--- src/design/lss_pkg.sv ---
`default_nettype none
package lss_pkg;
  localparam int COORD_W        = 32;
  localparam int STEP_W         = 31;
  localparam int DIR_BITS       = 30;
  localparam int MAG_W          = COORD_W + 1;      // |end - start|
  localparam int SQ_W           = 2 * MAG_W;        // dx^2 + dy^2
  localparam int LEN_W          = MAG_W;            // isqrt result
  localparam int NUM_W          = MAG_W + DIR_BITS + 1;
  localparam int DIR_W          = DIR_BITS + 1;     // |u| <= 2^30
  localparam int PROD_W         = STEP_W + DIR_W;
  localparam int ACC_W          = LEN_W + DIR_BITS + 2;
  localparam int T_W            = LEN_W + 2;
  localparam int DEF_MAX_POINTS = 64;
  localparam int DEF_FRAC_BITS  = 16;

  typedef enum logic [2:0] {
    ST_IDLE,
    ST_SQ,
    ST_SQRT,
    ST_DIV,
    ST_MUL,
    ST_EMIT
  } lss_state_t;
endpackage
`default_nettype wire

--- src/design/lss_mul.sv ---
`default_nettype none
// Shift-add multiplier, one multiplier bit per cycle.
module lss_mul #(
  parameter int WA = 32,
  parameter int WB = 32
) (
  input  wire logic             clk,
  input  wire logic             rst_n,
  input  wire logic             go,
  input  wire logic [WA-1:0]    a,
  input  wire logic [WB-1:0]    b,
  output logic                  done,
  output logic [WA+WB-1:0]      p
);
  localparam int CW = $clog2(WB + 1);

  logic [CW-1:0]      cnt_r;
  logic [WA+WB-1:0]   mcand_r;
  logic [WB-1:0]      mplr_r;
  logic [WA+WB-1:0]   p_r;
  logic               done_r;

  always_ff @(posedge clk) begin
    if (!rst_n) begin
      cnt_r  <= '0;
      done_r <= 1'b0;
    end else begin
      done_r <= !go && (cnt_r == CW'(1));
      if (go) begin
        cnt_r   <= CW'(WB);
        mcand_r <= {{WB{1'b0}}, a};
        mplr_r  <= b;
        p_r     <= '0;
      end else if (cnt_r != '0) begin
        if (mplr_r[0]) begin
          p_r <= p_r + mcand_r;
        end
        mcand_r <= mcand_r << 1;
        mplr_r  <= mplr_r >> 1;
        cnt_r   <= cnt_r - CW'(1);
      end
    end
  end

  assign done = done_r;
  assign p    = p_r;
endmodule
`default_nettype wire

--- src/design/lss_sqrt.sv ---
`default_nettype none
// Digit-by-digit integer square root, two radicand bits per cycle.
module lss_sqrt (
  input  wire logic                      clk,
  input  wire logic                      rst_n,
  input  wire logic                      go,
  input  wire logic [lss_pkg::SQ_W-1:0]  s,
  output logic                           done,
  output logic [lss_pkg::LEN_W-1:0]      root
);
  import lss_pkg::*;

  localparam int CW  = $clog2(LEN_W + 1);
  localparam int RW  = LEN_W + 2;

  logic [CW-1:0]    cnt_r;
  logic [SQ_W-1:0]  s_r;
  logic [RW-1:0]    rem_r;
  logic [LEN_W-1:0] root_r;
  logic             done_r;
  logic [RW+1:0]    rem_ext;
  logic [RW+1:0]    trial;
  logic             fit;

  always_comb begin
    rem_ext = {rem_r, s_r[SQ_W-1 -: 2]};
    trial   = {2'b00, root_r, 2'b01};
    fit     = (rem_ext >= trial);
  end

  always_ff @(posedge clk) begin
    if (!rst_n) begin
      cnt_r  <= '0;
      done_r <= 1'b0;
    end else begin
      done_r <= !go && (cnt_r == CW'(1));
      if (go) begin
        cnt_r  <= CW'(LEN_W);
        s_r    <= s;
        rem_r  <= '0;
        root_r <= '0;
      end else if (cnt_r != '0) begin
        if (fit) begin
          rem_r  <= RW'(rem_ext - trial);
          root_r <= {root_r[LEN_W-2:0], 1'b1};
        end else begin
          rem_r  <= rem_ext[RW-1:0];
          root_r <= {root_r[LEN_W-2:0], 1'b0};
        end
        s_r   <= s_r << 2;
        cnt_r <= cnt_r - CW'(1);
      end
    end
  end

  assign done = done_r;
  assign root = root_r;
endmodule
`default_nettype wire

--- src/design/lss_div.sv ---
`default_nettype none
// Restoring divider, one quotient bit per cycle. Quotient must fit DIR_W bits.
module lss_div (
  input  wire logic                       clk,
  input  wire logic                       rst_n,
  input  wire logic                       go,
  input  wire logic [lss_pkg::NUM_W-1:0]  num,
  input  wire logic [lss_pkg::LEN_W-1:0]  den,
  output logic                            done,
  output logic [lss_pkg::DIR_W-1:0]       quo
);
  import lss_pkg::*;

  localparam int CW = $clog2(DIR_W + 1);

  logic [CW-1:0]    cnt_r;
  logic [LEN_W-1:0] rem_r;
  logic [DIR_W-1:0] low_r;
  logic [DIR_W-1:0] quo_r;
  logic             done_r;
  logic [LEN_W:0]   r2;
  logic             fit;

  always_comb begin
    r2  = {rem_r, low_r[DIR_W-1]};
    fit = (r2 >= {1'b0, den});
  end

  always_ff @(posedge clk) begin
    if (!rst_n) begin
      cnt_r  <= '0;
      done_r <= 1'b0;
    end else begin
      done_r <= !go && (cnt_r == CW'(1));
      if (go) begin
        cnt_r <= CW'(DIR_W);
        rem_r <= num[NUM_W-1 -: LEN_W];
        low_r <= num[DIR_W-1:0];
        quo_r <= '0;
      end else if (cnt_r != '0) begin
        rem_r <= fit ? LEN_W'(r2 - {1'b0, den}) : r2[LEN_W-1:0];
        quo_r <= {quo_r[DIR_W-2:0], fit};
        low_r <= low_r << 1;
        cnt_r <= cnt_r - CW'(1);
      end
    end
  end

  assign done = done_r;
  assign quo  = quo_r;
endmodule
`default_nettype wire

--- src/design/line_segment_sampler.sv ---
`default_nettype none
// Channel   | Handshake             | Word
// ----------+-----------------------+--------------------------------------------
// input     | start & !busy         | in_start_x/y, in_end_x/y (signed Q16.16)
// result    | out_valid (1 cycle)   | out_point_x/y, out_last_point, out_truncated
// config    | cfg_we                | cfg_wdata = step spacing (unsigned Q15.16)
//
// One segment at a time. The squares, the square root, the two direction
// divides and the step*direction products run in that order, all serial
// units; then one point per cycle, 1 to MAX_POINTS points. busy stays high
// from acceptance until the last point is registered.
// Synchronous active-low reset restores step spacing to 1.0.
// Results cannot be stalled; each point is shown for exactly one cycle.
module line_segment_sampler #(
  parameter int MAX_POINTS = lss_pkg::DEF_MAX_POINTS,
  parameter int FRAC_BITS  = lss_pkg::DEF_FRAC_BITS
) (
  input  wire logic                          clk,
  input  wire logic                          rst_n,
  input  wire logic                          start,
  output logic                               busy,
  input  wire logic signed [lss_pkg::COORD_W-1:0] in_start_x,
  input  wire logic signed [lss_pkg::COORD_W-1:0] in_start_y,
  input  wire logic signed [lss_pkg::COORD_W-1:0] in_end_x,
  input  wire logic signed [lss_pkg::COORD_W-1:0] in_end_y,
  output logic                               out_valid,
  output logic signed [lss_pkg::COORD_W-1:0] out_point_x,
  output logic signed [lss_pkg::COORD_W-1:0] out_point_y,
  output logic                               out_last_point,
  output logic                               out_truncated,
  input  wire logic                          cfg_we,
  input  wire logic [lss_pkg::STEP_W-1:0]    cfg_wdata
);
  import lss_pkg::*;

  localparam int CNT_W = (MAX_POINTS > 1) ? $clog2(MAX_POINTS) : 1;
  localparam int SUM_W = COORD_W + 5;

  lss_state_t state_r, state_nxt;

  logic [STEP_W-1:0]        step_r;
  logic signed [COORD_W-1:0] sx_r, sy_r;
  logic                     negx_r, negy_r;
  logic [ACC_W-1:0]         accx_r, accy_r;
  logic [T_W-1:0]           t_r;
  logic [CNT_W-1:0]         n_r;
  logic                     ov_r, last_r, trunc_r;
  logic [COORD_W-1:0]       px_r, py_r;

  logic accept;
  logic sq_go, sqrt_go, div_go, mul_go, emit_init, emit_en;
  logic sqx_done, sqy_done, sqrt_done, divx_done, divy_done, mulx_done, muly_done;
  logic [T_W-1:0]           t_next;
  logic                     more, at_max, last_now;

  // magnitudes of the segment deltas, taken straight from the ports
  logic signed [MAG_W-1:0] dx, dy;
  logic [MAG_W-1:0]        ax, ay;
  logic [SQ_W-1:0]         qx, qy;
  logic [LEN_W-1:0]        len;
  logic [DIR_W-1:0]        qux, quy, ux, uy;
  logic [PROD_W-1:0]       sux, suy;
  logic [MAG_W-1:0]        ax_r, ay_r;
  logic [STEP_W-1:0]       step_eff;

  assign accept = start & (state_r == ST_IDLE);
  assign busy   = (state_r != ST_IDLE);

  always_comb begin
    dx = {in_end_x[COORD_W-1], in_end_x} - {in_start_x[COORD_W-1], in_start_x};
    dy = {in_end_y[COORD_W-1], in_end_y} - {in_start_y[COORD_W-1], in_start_y};
    ax = dx[MAG_W-1] ? MAG_W'(-dx) : MAG_W'(dx);
    ay = dy[MAG_W-1] ? MAG_W'(-dy) : MAG_W'(dy);
  end

  assign step_eff = (step_r == '0) ? STEP_W'(1) : step_r;

  // Units
  lss_mul #(.WA(MAG_W), .WB(MAG_W)) u_sqx (
    .clk(clk), .rst_n(rst_n), .go(sq_go), .a(ax), .b(ax), .done(sqx_done), .p(qx));
  lss_mul #(.WA(MAG_W), .WB(MAG_W)) u_sqy (
    .clk(clk), .rst_n(rst_n), .go(sq_go), .a(ay), .b(ay), .done(sqy_done), .p(qy));

  lss_sqrt u_sqrt (
    .clk(clk), .rst_n(rst_n), .go(sqrt_go), .s(qx + qy), .done(sqrt_done), .root(len));

  // |u| = (|d| << 30 + len/2) / len
  logic [NUM_W-1:0] numx, numy;
  assign numx = {1'b0, ax_r, {DIR_BITS{1'b0}}} + NUM_W'(len >> 1);
  assign numy = {1'b0, ay_r, {DIR_BITS{1'b0}}} + NUM_W'(len >> 1);

  lss_div u_divx (
    .clk(clk), .rst_n(rst_n), .go(div_go), .num(numx), .den(len),
    .done(divx_done), .quo(qux));
  lss_div u_divy (
    .clk(clk), .rst_n(rst_n), .go(div_go), .num(numy), .den(len),
    .done(divy_done), .quo(quy));

  // zero length: direction is zero, only the start point comes out
  assign ux = (len == '0) ? '0 : qux;
  assign uy = (len == '0) ? '0 : quy;

  lss_mul #(.WA(STEP_W), .WB(DIR_W)) u_mulx (
    .clk(clk), .rst_n(rst_n), .go(mul_go), .a(step_eff), .b(ux),
    .done(mulx_done), .p(sux));
  lss_mul #(.WA(STEP_W), .WB(DIR_W)) u_muly (
    .clk(clk), .rst_n(rst_n), .go(mul_go), .a(step_eff), .b(uy),
    .done(muly_done), .p(suy));

  // Next state
  always_comb begin
    state_nxt = state_r;
    case (state_r)
      ST_IDLE: if (start)                  state_nxt = ST_SQ;
      ST_SQ:   if (sqx_done && sqy_done)   state_nxt = ST_SQRT;
      ST_SQRT: if (sqrt_done)              state_nxt = ST_DIV;
      ST_DIV:  if (divx_done && divy_done) state_nxt = ST_MUL;
      ST_MUL:  if (mulx_done && muly_done) state_nxt = ST_EMIT;
      ST_EMIT: if (last_now)               state_nxt = ST_IDLE;
      default:                             state_nxt = ST_IDLE;
    endcase
  end

  // FSM outputs
  always_comb begin
    sq_go     = 1'b0;
    sqrt_go   = 1'b0;
    div_go    = 1'b0;
    mul_go    = 1'b0;
    emit_init = 1'b0;
    emit_en   = 1'b0;
    case (state_r)
      ST_IDLE: sq_go     = start;
      ST_SQ:   sqrt_go   = sqx_done && sqy_done;
      ST_SQRT: div_go    = sqrt_done;
      ST_DIV:  mul_go    = divx_done && divy_done;
      ST_MUL:  emit_init = mulx_done && muly_done;
      ST_EMIT: emit_en   = 1'b1;
      default: ;
    endcase
  end

  // Point generation: acc = 2^29 + t*|u|, offset = acc >> 30
  logic [ACC_W-DIR_BITS-1:0] offx, offy;
  logic signed [SUM_W-1:0]  sumx, sumy;

  function automatic logic [COORD_W-1:0] sat(input logic signed [SUM_W-1:0] v);
    logic signed [SUM_W-1:0] hi, lo;
    hi = SUM_W'({1'b0, {(COORD_W-1){1'b1}}});
    lo = -hi - SUM_W'(1);
    if (v > hi)      sat = hi[COORD_W-1:0];
    else if (v < lo) sat = lo[COORD_W-1:0];
    else             sat = v[COORD_W-1:0];
  endfunction

  always_comb begin
    t_next   = t_r + T_W'(step_eff);
    more     = (t_next <= T_W'(len));
    at_max   = (n_r == CNT_W'(MAX_POINTS - 1));
    last_now = !more || at_max;
    offx     = accx_r[ACC_W-1:DIR_BITS];
    offy     = accy_r[ACC_W-1:DIR_BITS];
    sumx     = negx_r ? SUM_W'(sx_r) - SUM_W'(offx) : SUM_W'(sx_r) + SUM_W'(offx);
    sumy     = negy_r ? SUM_W'(sy_r) - SUM_W'(offy) : SUM_W'(sy_r) + SUM_W'(offy);
  end

  always_ff @(posedge clk) begin
    if (!rst_n) begin
      state_r <= ST_IDLE;
      step_r  <= STEP_W'(1) << FRAC_BITS;
      ov_r    <= 1'b0;
    end else begin
      state_r <= state_nxt;
      ov_r    <= emit_en;
      if (cfg_we) begin
        step_r <= cfg_wdata;
      end
    end
  end

  always_ff @(posedge clk) begin
    if (accept) begin
      sx_r   <= in_start_x;
      sy_r   <= in_start_y;
      negx_r <= dx[MAG_W-1];
      negy_r <= dy[MAG_W-1];
      ax_r   <= ax;
      ay_r   <= ay;
    end
    if (emit_init) begin
      accx_r <= ACC_W'(1) << (DIR_BITS - 1);
      accy_r <= ACC_W'(1) << (DIR_BITS - 1);
      t_r    <= '0;
      n_r    <= '0;
    end else if (emit_en) begin
      accx_r  <= accx_r + ACC_W'(sux);
      accy_r  <= accy_r + ACC_W'(suy);
      t_r     <= t_next;
      n_r     <= n_r + CNT_W'(1);
      px_r    <= sat(sumx);
      py_r    <= sat(sumy);
      last_r  <= last_now;
      trunc_r <= more && at_max;
    end
  end

  assign out_valid      = ov_r;
  assign out_point_x    = px_r;
  assign out_point_y    = py_r;
  assign out_last_point = last_r;
  assign out_truncated  = trunc_r;
endmodule
`default_nettype wire

--- config.mk ---
export PLATFORM = sky130hd
export DESIGN_NAME = line_segment_sampler
export DESIGN_NICKNAME = d
export VERILOG_FILES = /design/src/design/lss_pkg.sv /design/src/design/lss_mul.sv /design/src/design/lss_sqrt.sv /design/src/design/lss_div.sv /design/src/design/line_segment_sampler.sv
export SDC_FILE = /design/constraint.sdc
export NUM_CORES = 2
export LEC_CHECK = 0
export ABC_AREA = 1
export BUFFER_PORTS_ARGS = -buffer_cell sky130_fd_sc_hd__buf_2
export CORE_ASPECT_RATIO = 1.2
export CORE_MARGIN = 4
export CORE_UTILIZATION = 35
export CTS_BUF_LIST = sky130_fd_sc_hd__clkbuf_8
export DETAILED_ROUTE_END_ITERATION = 10
export HOLD_SLACK_MARGIN = 0.02
export PLACE_DENSITY_LB_ADDON = 0.15
export SLEW_MARGIN = 20
export SYNTH_ARGS = -nofsm -noshare
export SYNTH_HDL_FRONTEND = slang
export SYNTH_SLANG_ARGS = --single-unit
--- constraint.sdc ---
create_clock -name clk -period 8.4 [get_ports clk]
set_input_delay 0.84 -clock clk [delete_from_list [all_inputs] [get_ports clk]]
set_output_delay 0.84 -clock clk [all_outputs]
set_load 0.05 [all_outputs]
* After elaboration in Yosys (flattened, before gate mapping)
Index checks and enable logic that the tools add are counted.
** Cells by class
- Mux-type cells :: 78
- Reduce and logical (&&, ||, !) cells :: 54
- Bitwise gates (word level) :: 3
- Order comparisons :: 8
- Add/subtract/negate cells :: 29
- Multipliers :: 0
- Div/mod/pow operators :: 0
- Equality and inequality tests :: 19
- Shifts and indexed selects :: 0
** Operators by type and width (count)
- 66-bit 2-to-1 mux :: 8
- 33-bit 2-to-1 mux :: 15
- 31-bit 2-to-1 mux :: 15
- 62-bit 2-to-1 mux :: 6
- 66-bit adder :: 3
- 65-bit by 62-bit adder with 65-bit output :: 2
- 63-bit by 32-bit adder with 64-bit output :: 2
- 62-bit adder :: 2
- 32-bit by 36-bit adder with 37-bit output :: 2
- 37-bit by 32-bit > comparator with 1-bit output, second input constant :: 2
- 37-bit by 32-bit less-than comparator with 1-bit output, second input constant :: 2
- 37-bit 2-to-1 mux :: 2
- 32-bit by 36-bit subtractor with 37-bit output :: 2
- 35-bit 2-to-1 mux :: 2
- 34-bit by 33-bit greater-or-equal comparator with 1-bit output :: 2
- 33-bit negation :: 2
- 32-bit by 32-bit subtractor with 33-bit output :: 2
- 33-bit subtractor :: 2
- 32-bit 2-to-1 mux :: 2
- 5-bit 2-to-1 mux :: 8
- 37-bit by 35-bit greater-or-equal comparator with 1-bit output :: 1
- 6-bit 2-to-1 mux :: 6
- 35-bit by 31-bit adder with 35-bit output :: 1
- 35-bit by 33-bit less-or-equal comparator with 1-bit output :: 1
- 31 further kinds :: 99
** Word-level totals
- Output and inout bits :: 68
- Input port bits :: 163
- Latch bits :: 0
- Memories kept :: 0
- Register bits after elaboration :: 1413
- Memory bits (read-only) :: 0
- RAM bits :: 0
- Logic and storage cells :: 250

* Depth between registers and ports, before layout
- Depth in word-level cells :: 8
- Gate-level depth with buffers :: 35
- Mapped depth without buffers :: 35

* Hierarchy
Synthesis repeated with hierarchy kept, for this count alone.
** Unflattened totals
- Cells, all modules :: 17373
- Area, all modules :: 117587.8 um2
** Modules (own cells, without submodules)
- line_segment_sampler :: seq. area each 10069.7 um2, area each 45406.0 um2, cells an instance 7151, times used 1
- lss_mul at u_sqx ... :: seq. area each 5094.9 um2, area each 12290.5 um2, cells an instance 1702, times used 2
- lss_mul at u_mulx ... :: seq. area each 4774.6 um2, area each 11883.9 um2, cells an instance 1738, times used 2
- lss_div :: seq. area each 2972.9 um2, area each 7514.7 um2, cells an instance 1077, times used 2
- lss_sqrt :: seq. area each 4164.0 um2, area each 8803.4 um2, cells an instance 1188, times used 1

* Worst setup path before layout
OpenSTA, ideal clock, no wires.
- Path type :: register to register
- Start point :: reg state_r[2]
- End point :: reg u_sqx.p_r[0], in the netlist u_sqx.p[0] (enable)
- Data arrival time :: 8.113 ns
- Library setup time :: 0.429 ns
- Path buffers :: 1
- Cell stages (with the launch flop) :: 8
- Data required time :: 7.971 ns
- Path slack :: -0.141 ns
- Period minus slack after synthesis :: 8.541 ns
- Path through :: dfxtp_1 > nor2_1 > nand2_1 > nor2_1 > inv_2 > clkbuf_1 > a21oi_1 > o21a_1
** On the way
- Word-level cells in the longest chain between the ends :: 4
- Elaborated cells on any way between the ends :: 5
- Those cells by class :: mux (1); reduce/logical (4)
** Ends and longest elaborated chain
- start, declared :: RTL line line_segment_sampler.sv:39 : lss_state_t state_r, state_nxt;
- start signal, assigned :: RTL line line_segment_sampler.sv:173 : state_r <= state_nxt;
- 3-bit zero test (*) :: RTL line line_segment_sampler.sv:132 : case (state_r)
- 1-bit 2-to-1 mux (*) :: RTL line line_segment_sampler.sv:132
- 2-bit nonzero test (no line)
- 3-bit AND reduction (no line) (*)
- end signal, assigned :: RTL line lss_mul.sv:36 : p_r <= p_r + mcand_r;
- end, declared :: RTL line lss_mul.sv:20 : logic [WA+WB-1:0] p_r;
Every way passes the cells marked *; elsewhere a longest branch is shown, timed or not.
A chain may end at the register's enable or synchronous reset.

* Final worst setup path
- Start point :: reg accx_r[30]
- End point :: reg px_r[19], in the netlist out_point_x[19], data pin
** On the way
- Word-level cells in the longest chain between the ends :: 4
- Elaborated cells on any way between the ends :: 6
- Those cells by class :: add/sub (2); order compare (2); mux (2)
** Ends and longest elaborated chain
- start, declared :: RTL line line_segment_sampler.sv:44 : logic [ACC_W-1:0] accx_r, accy_r;
- start signal, assigned :: RTL line line_segment_sampler.sv:191 : accx_r <= ACC_W'(1) << (DIR_BITS - 1);
- start signal, assigned :: RTL line line_segment_sampler.sv:196 : accx_r <= accx_r + ACC_W'(sux);
- 32-bit by 36-bit adder with 37-bit output or 32-bit by 36-bit subtractor with 37-bit output (tied branches) :: RTL line line_segment_sampler.sv:163 : sumx = negx_r ? SUM_W'(sx_r) - SUM_W'(offx) : SUM_W'(sx_r) + SUM_W'(offx);
- 37-bit 2-to-1 mux (*) :: RTL line line_segment_sampler.sv:163
- 37-bit by 32-bit less-than comparator with 1-bit output :: RTL line line_segment_sampler.sv:152 : else if (v < lo) sat = lo[COORD_W-1:0];
- 32-bit 2-to-1 mux :: RTL line line_segment_sampler.sv:152
- end signal, assigned :: RTL line line_segment_sampler.sv:200 : px_r <= sat(sumx);
- end, declared :: RTL line line_segment_sampler.sv:48 : logic [COORD_W-1:0] px_r, py_r;
Marks and branches as above.

==> flow_metrics.env <==
export IMPL_post_route_min_period_ns=5.48
export IMPL_max_cap_viol_count=0
export IMPL_highest_signal_layer="met5"
export IMPL_routed_wl_met3_um=18600
export IMPL_syn_cell_area_um2=107000
export IMPL_ys_async_sr_fraction_pct=0
export IMPL_setup_viol_count_final=0
export IMPL_drc_errors=0
export IMPL_setup_worst_path_class="flop to flop"
export IMPL_fillCellCount=32400
export IMPL_report_final_slew_viol_count=0
export IMPL_final_nets=16000
export IMPL_grt_pass1_wl_um=609000
export IMPL_dp_cells=18700
export IMPL_timing_fmax_mhz=182
export IMPL_fin_skew_ns=0.103
export IMPL_clock_latency_ns=1.07
export IMPL_post_synth_inst_count=14700
export IMPL_post_dp_hpwl_um=333000
export IMPL_worst_path_max_delay_cell="nand2_1"
export IMPL_status="complete, no violations"
export IMPL_worst_setup_hold_path_clk_slew_ns=0.06
export IMPL_design_die_area_um2=314000
export IMPL_die_w_um=512
export IMPL_grt_max_degree=169
export IMPL_area_growth_synth_to_final_pct=11.1
export IMPL_cts_tree="yes"
export IMPL_worst_path_most_repeated_cell="nand2_1"
export IMPL_tritoncts_buffers=275
export IMPL_route_vias_total=99800
export IMPL_yosysWarningCount=0
export IMPL_first_global_vias=97100
export IMPL_die_height_um=613
export IMPL_antenna_left=0
export IMPL_finalWeightedCongestion=0.974
export IMPL_post_place_ws_ns=3.02
export IMPL_drive_above_1_share_pct=5.41
export IMPL_synth_area_leaders="edfxtp_1 33%, nand2_1 12%, ha_1 9.0%"
export IMPL_leakage_nw=53.8
export IMPL_ir_worst_vdd_mv=0.288
export IMPL_core_rowCount=221
export IMPL_hold_violation_count_in_the_final_report=0
export IMPL_m1WireLength_um=170000
export IMPL_share_of_the_synthesized_area_in_the_top_cell_type_pct=32.7
export IMPL_route_detailed_wl_per_inst_um=21.5
export IMPL_start_kind="flop"
export IMPL_power_total_mw=57.6
export IMPL_postRouteWirelength_um=413000
export IMPL_timing_worst_slew_pin_value_ns=1.18
export IMPL_routed_via_density=5.18
export IMPL_io_pins=231
export IMPL_slowest_delay_ns=0.70
export IMPL_setup_worst_path_end_class="flop"
export IMPL_hold_path_class="input port to flop"
export IMPL_synth_area_leader_cell="edfxtp_1"
export IMPL_std_cell_core_area_um2=303000
export IMPL_drt_pre_antenna_iters=6
export IMPL_syn_mean_instance_area_um2=7.28
export IMPL_req_time_crit_path_ns=9.15
export IMPL_cts_max_path_buffers=4
export IMPL_worstPathMaxFanout=31
export IMPL_numPortBuffers=230
export IMPL_wl_met2_um=199000
export IMPL_grt_overflow_total=0
export IMPL_final_critical_path_setup_slack_ns=2.92
export IMPL_synth_main_ff_cell="edfxtp_1"
export IMPL_sequential_element_share_of_the_synthesized_area_pct=37.4
export IMPL_worst_ep_arrival_time_ns=6.23
export IMPL_final_min_period_over_clock_period_pct=65.2
export IMPL_antenna_violations_before_repair=29
export IMPL_final_instance_count_excl_fill=19300
export IMPL_htree_num_levels=5
export IMPL_mappedNetlistNets=15600
export IMPL_post_cts_resize_count=0
export IMPL_clock_tree_root_cell="clkbuf_8"
export IMPL_slew_limit_headroom_pct=20.5
export IMPL_synth_seq_cells=1413
export IMPL_power_density_relative_to_cell_area_nw_per_um2=486
export IMPL_number_of_enable_type_register_cells_in_the_synthesized_netlist=1162
export IMPL_timing_critical_path_cells="inv_1 > ha_1 > nand2_1 > nor2_1 > nand2_1 > nor3_1 > nand2_1 > nor2_1 > nand2_1 > nor2_1 > nand2_1 > o21ai_0 > o21ai_0 > xor2_1 > ha_1 > nand2_1 > nor3_1 > nor4b_1 > a21oi_1 > xor2_1 > nand2_1 > nand2_1 > nand2_1"
export IMPL_synth_lib_cells_used_distinct=58
export IMPL_track_usage_pct=25.4
export IMPL_fin_worst_hold_slack_ns=0.141
export IMPL_detailedRoute_firstIterationViolations=7476
export IMPL_start_util_pct=35.2
export IMPL_setup_repair_after_global_routing_missed_its_margin="false"
export IMPL_cts_sinks=1413
export IMPL_timing_setup_tns_ns=0
## synth_stat cells, drive strengths merged, types with 3 or more instances
cell,count
a41oi,3
clkbuf,235
a21boi,42
o2111ai,10
nor3,189
or3b,3
a211oi,18
or2,51
and2,21
inv,2298
nand4,143
o21bai,157
nor2,1655
nand2,3455
o22ai,5
a311oi,8
nor3b,6
o31ai,21
a221oi,24
a31o,8
a21oi,1343
o21a,101
fa,16
buf,55
a31oi,156
ha,769
and3,17
a21o,109
xor2,243
dfxtp,251
o221ai,22
o21ai,1210
nand3b,25
nor4,69
edfxtp,1162
xnor2,160
nand3,519
o211ai,66
## logic make-up after synthesis
logic type,count (synthesis),share of synthesized area [%]
simple gates,6157,23.5
compound gates,3309,17.2
buf+inv,2589,9.18
flops,1413,37.4
fa+ha+maj,785,9.32
xor+xnor,403,3.40
## layout make-up
cell class                 count  area, µm²  area share (%)
antenna                       17       42.5          0.0359
sequential                  1413      39900            33.7
timing repair buffer         369       2480            2.09
inverter                    2299       8650            7.29
clock buffer                 287       3950            3.33
tap                         4014       5020            4.24
clock inverter               205       1360            1.15
multi-input combinational  10700      57200            48.2
## placed cells by master (no fill, tap or decap), types with 17 or more instances in the layout
master / instances
nand2_1: 3440
inv_1: 2346
nor2_1: 1623
a21oi_1: 1340
o21ai_0: 1190
edfxtp_1: 1162
ha_1: 769
nand3_1: 506
clkbuf_8: 287
dfxtp_1: 251
xor2_1: 233
buf_2: 230
nor3_1: 188
xnor2_1: 156
a31oi_1: 156
o21bai_1: 155
nand4_1: 143
a21o_1: 109
o21a_1: 99
dlygate4sd3_1: 78
nor4_1: 69
o211ai_1: 66
clkinv_1: 60
buf_4: 54
or2_2: 51
clkinv_2: 44
a21boi_0: 42
nand3b_1: 25
a221oi_1: 24
nor2_2: 22
o221ai_1: 22
and2_1: 21
o31ai_1: 20
a211oi_1: 18
diode_2: 17
o21ai_1: 17
and3_1: 17
## flip-flops by register name, indices dropped and copies added (netlist names), 35 cells and up
register,count
accx_r,65
accy_r,65
t_r,35
u_mulx.mcand_r,62
u_mulx.p,62
u_muly.mcand_r,62
u_muly.p,62
u_sqrt.rem_r,35
u_sqrt.s_r,66
u_sqx.mcand_r,66
u_sqx.p,66
u_sqy.mcand_r,66
u_sqy.p,66
## worst max-delay path, delay by kind of cell, from the launching register on
kind                       cells  cell delay [ns]
AOI/OAI and AO/OA              3             0.66
xor gates and xnor gates       2             0.49
adders and majority gates      2             0.58
buffers and inverters          1             0.09
DFF                            1             0.37
and+or+nand+nor               15             3.02
## layer usage
metal | up-vias | global-route usage (%)
met5 | - | 0
met4 | 2 | 13.7
met3 | 816 | 2.69
met2 | 2775 | 44.5
met1 | 46600 | 30.6
li1 | 49600 | -
## power by group
group / internal, mW / switching, mW
logic: 11.5 / 24.3
registers: 12.2 / 2.62
clock network: 3.59 / 3.44
## metrics by stage
| stage | utilization (%) | instance area [µm²] |
|---|---|---|
| final | 39.2 | 119000 |
| after global routing | 39.2 | 119000 |
| after CTS | 39.1 | 119000 |
| after detailed placement | 37.1 | 112000 |
| after global placement | 37.1 | 112000 |
| after floorplan | - | 107000 |
## worst paths after layout
| check | startpoint | cells after the start | endpoint | slack, ns |
|---|---|---|---|---|
| min reg2reg | u_sqrt.cnt_r[3]$_SDFFE_PP0P_ | 2 | u_sqrt.cnt_r[3]$_SDFFE_PP0P_ | 0.46 |
| min | in_start_y[5] | 1 | sy_r[5]$_DFFE_PP_ | 0.14 |
| max | accx_r[30]$_SDFFE_PP0P_ | 23 | out_point_x[19]$_SDFFCE_PN1P_ | 2.92 |
| max reg2reg | accx_r[30]$_SDFFE_PP0P_ | 23 | out_point_x[19]$_SDFFCE_PN1P_ | 2.92 |
## repair_timing
item,CTS,global route
setup buffers,0,0
hold buffers,78,0
hold endpoints to repair,78,0
Power figures use the tool's default switching activity.
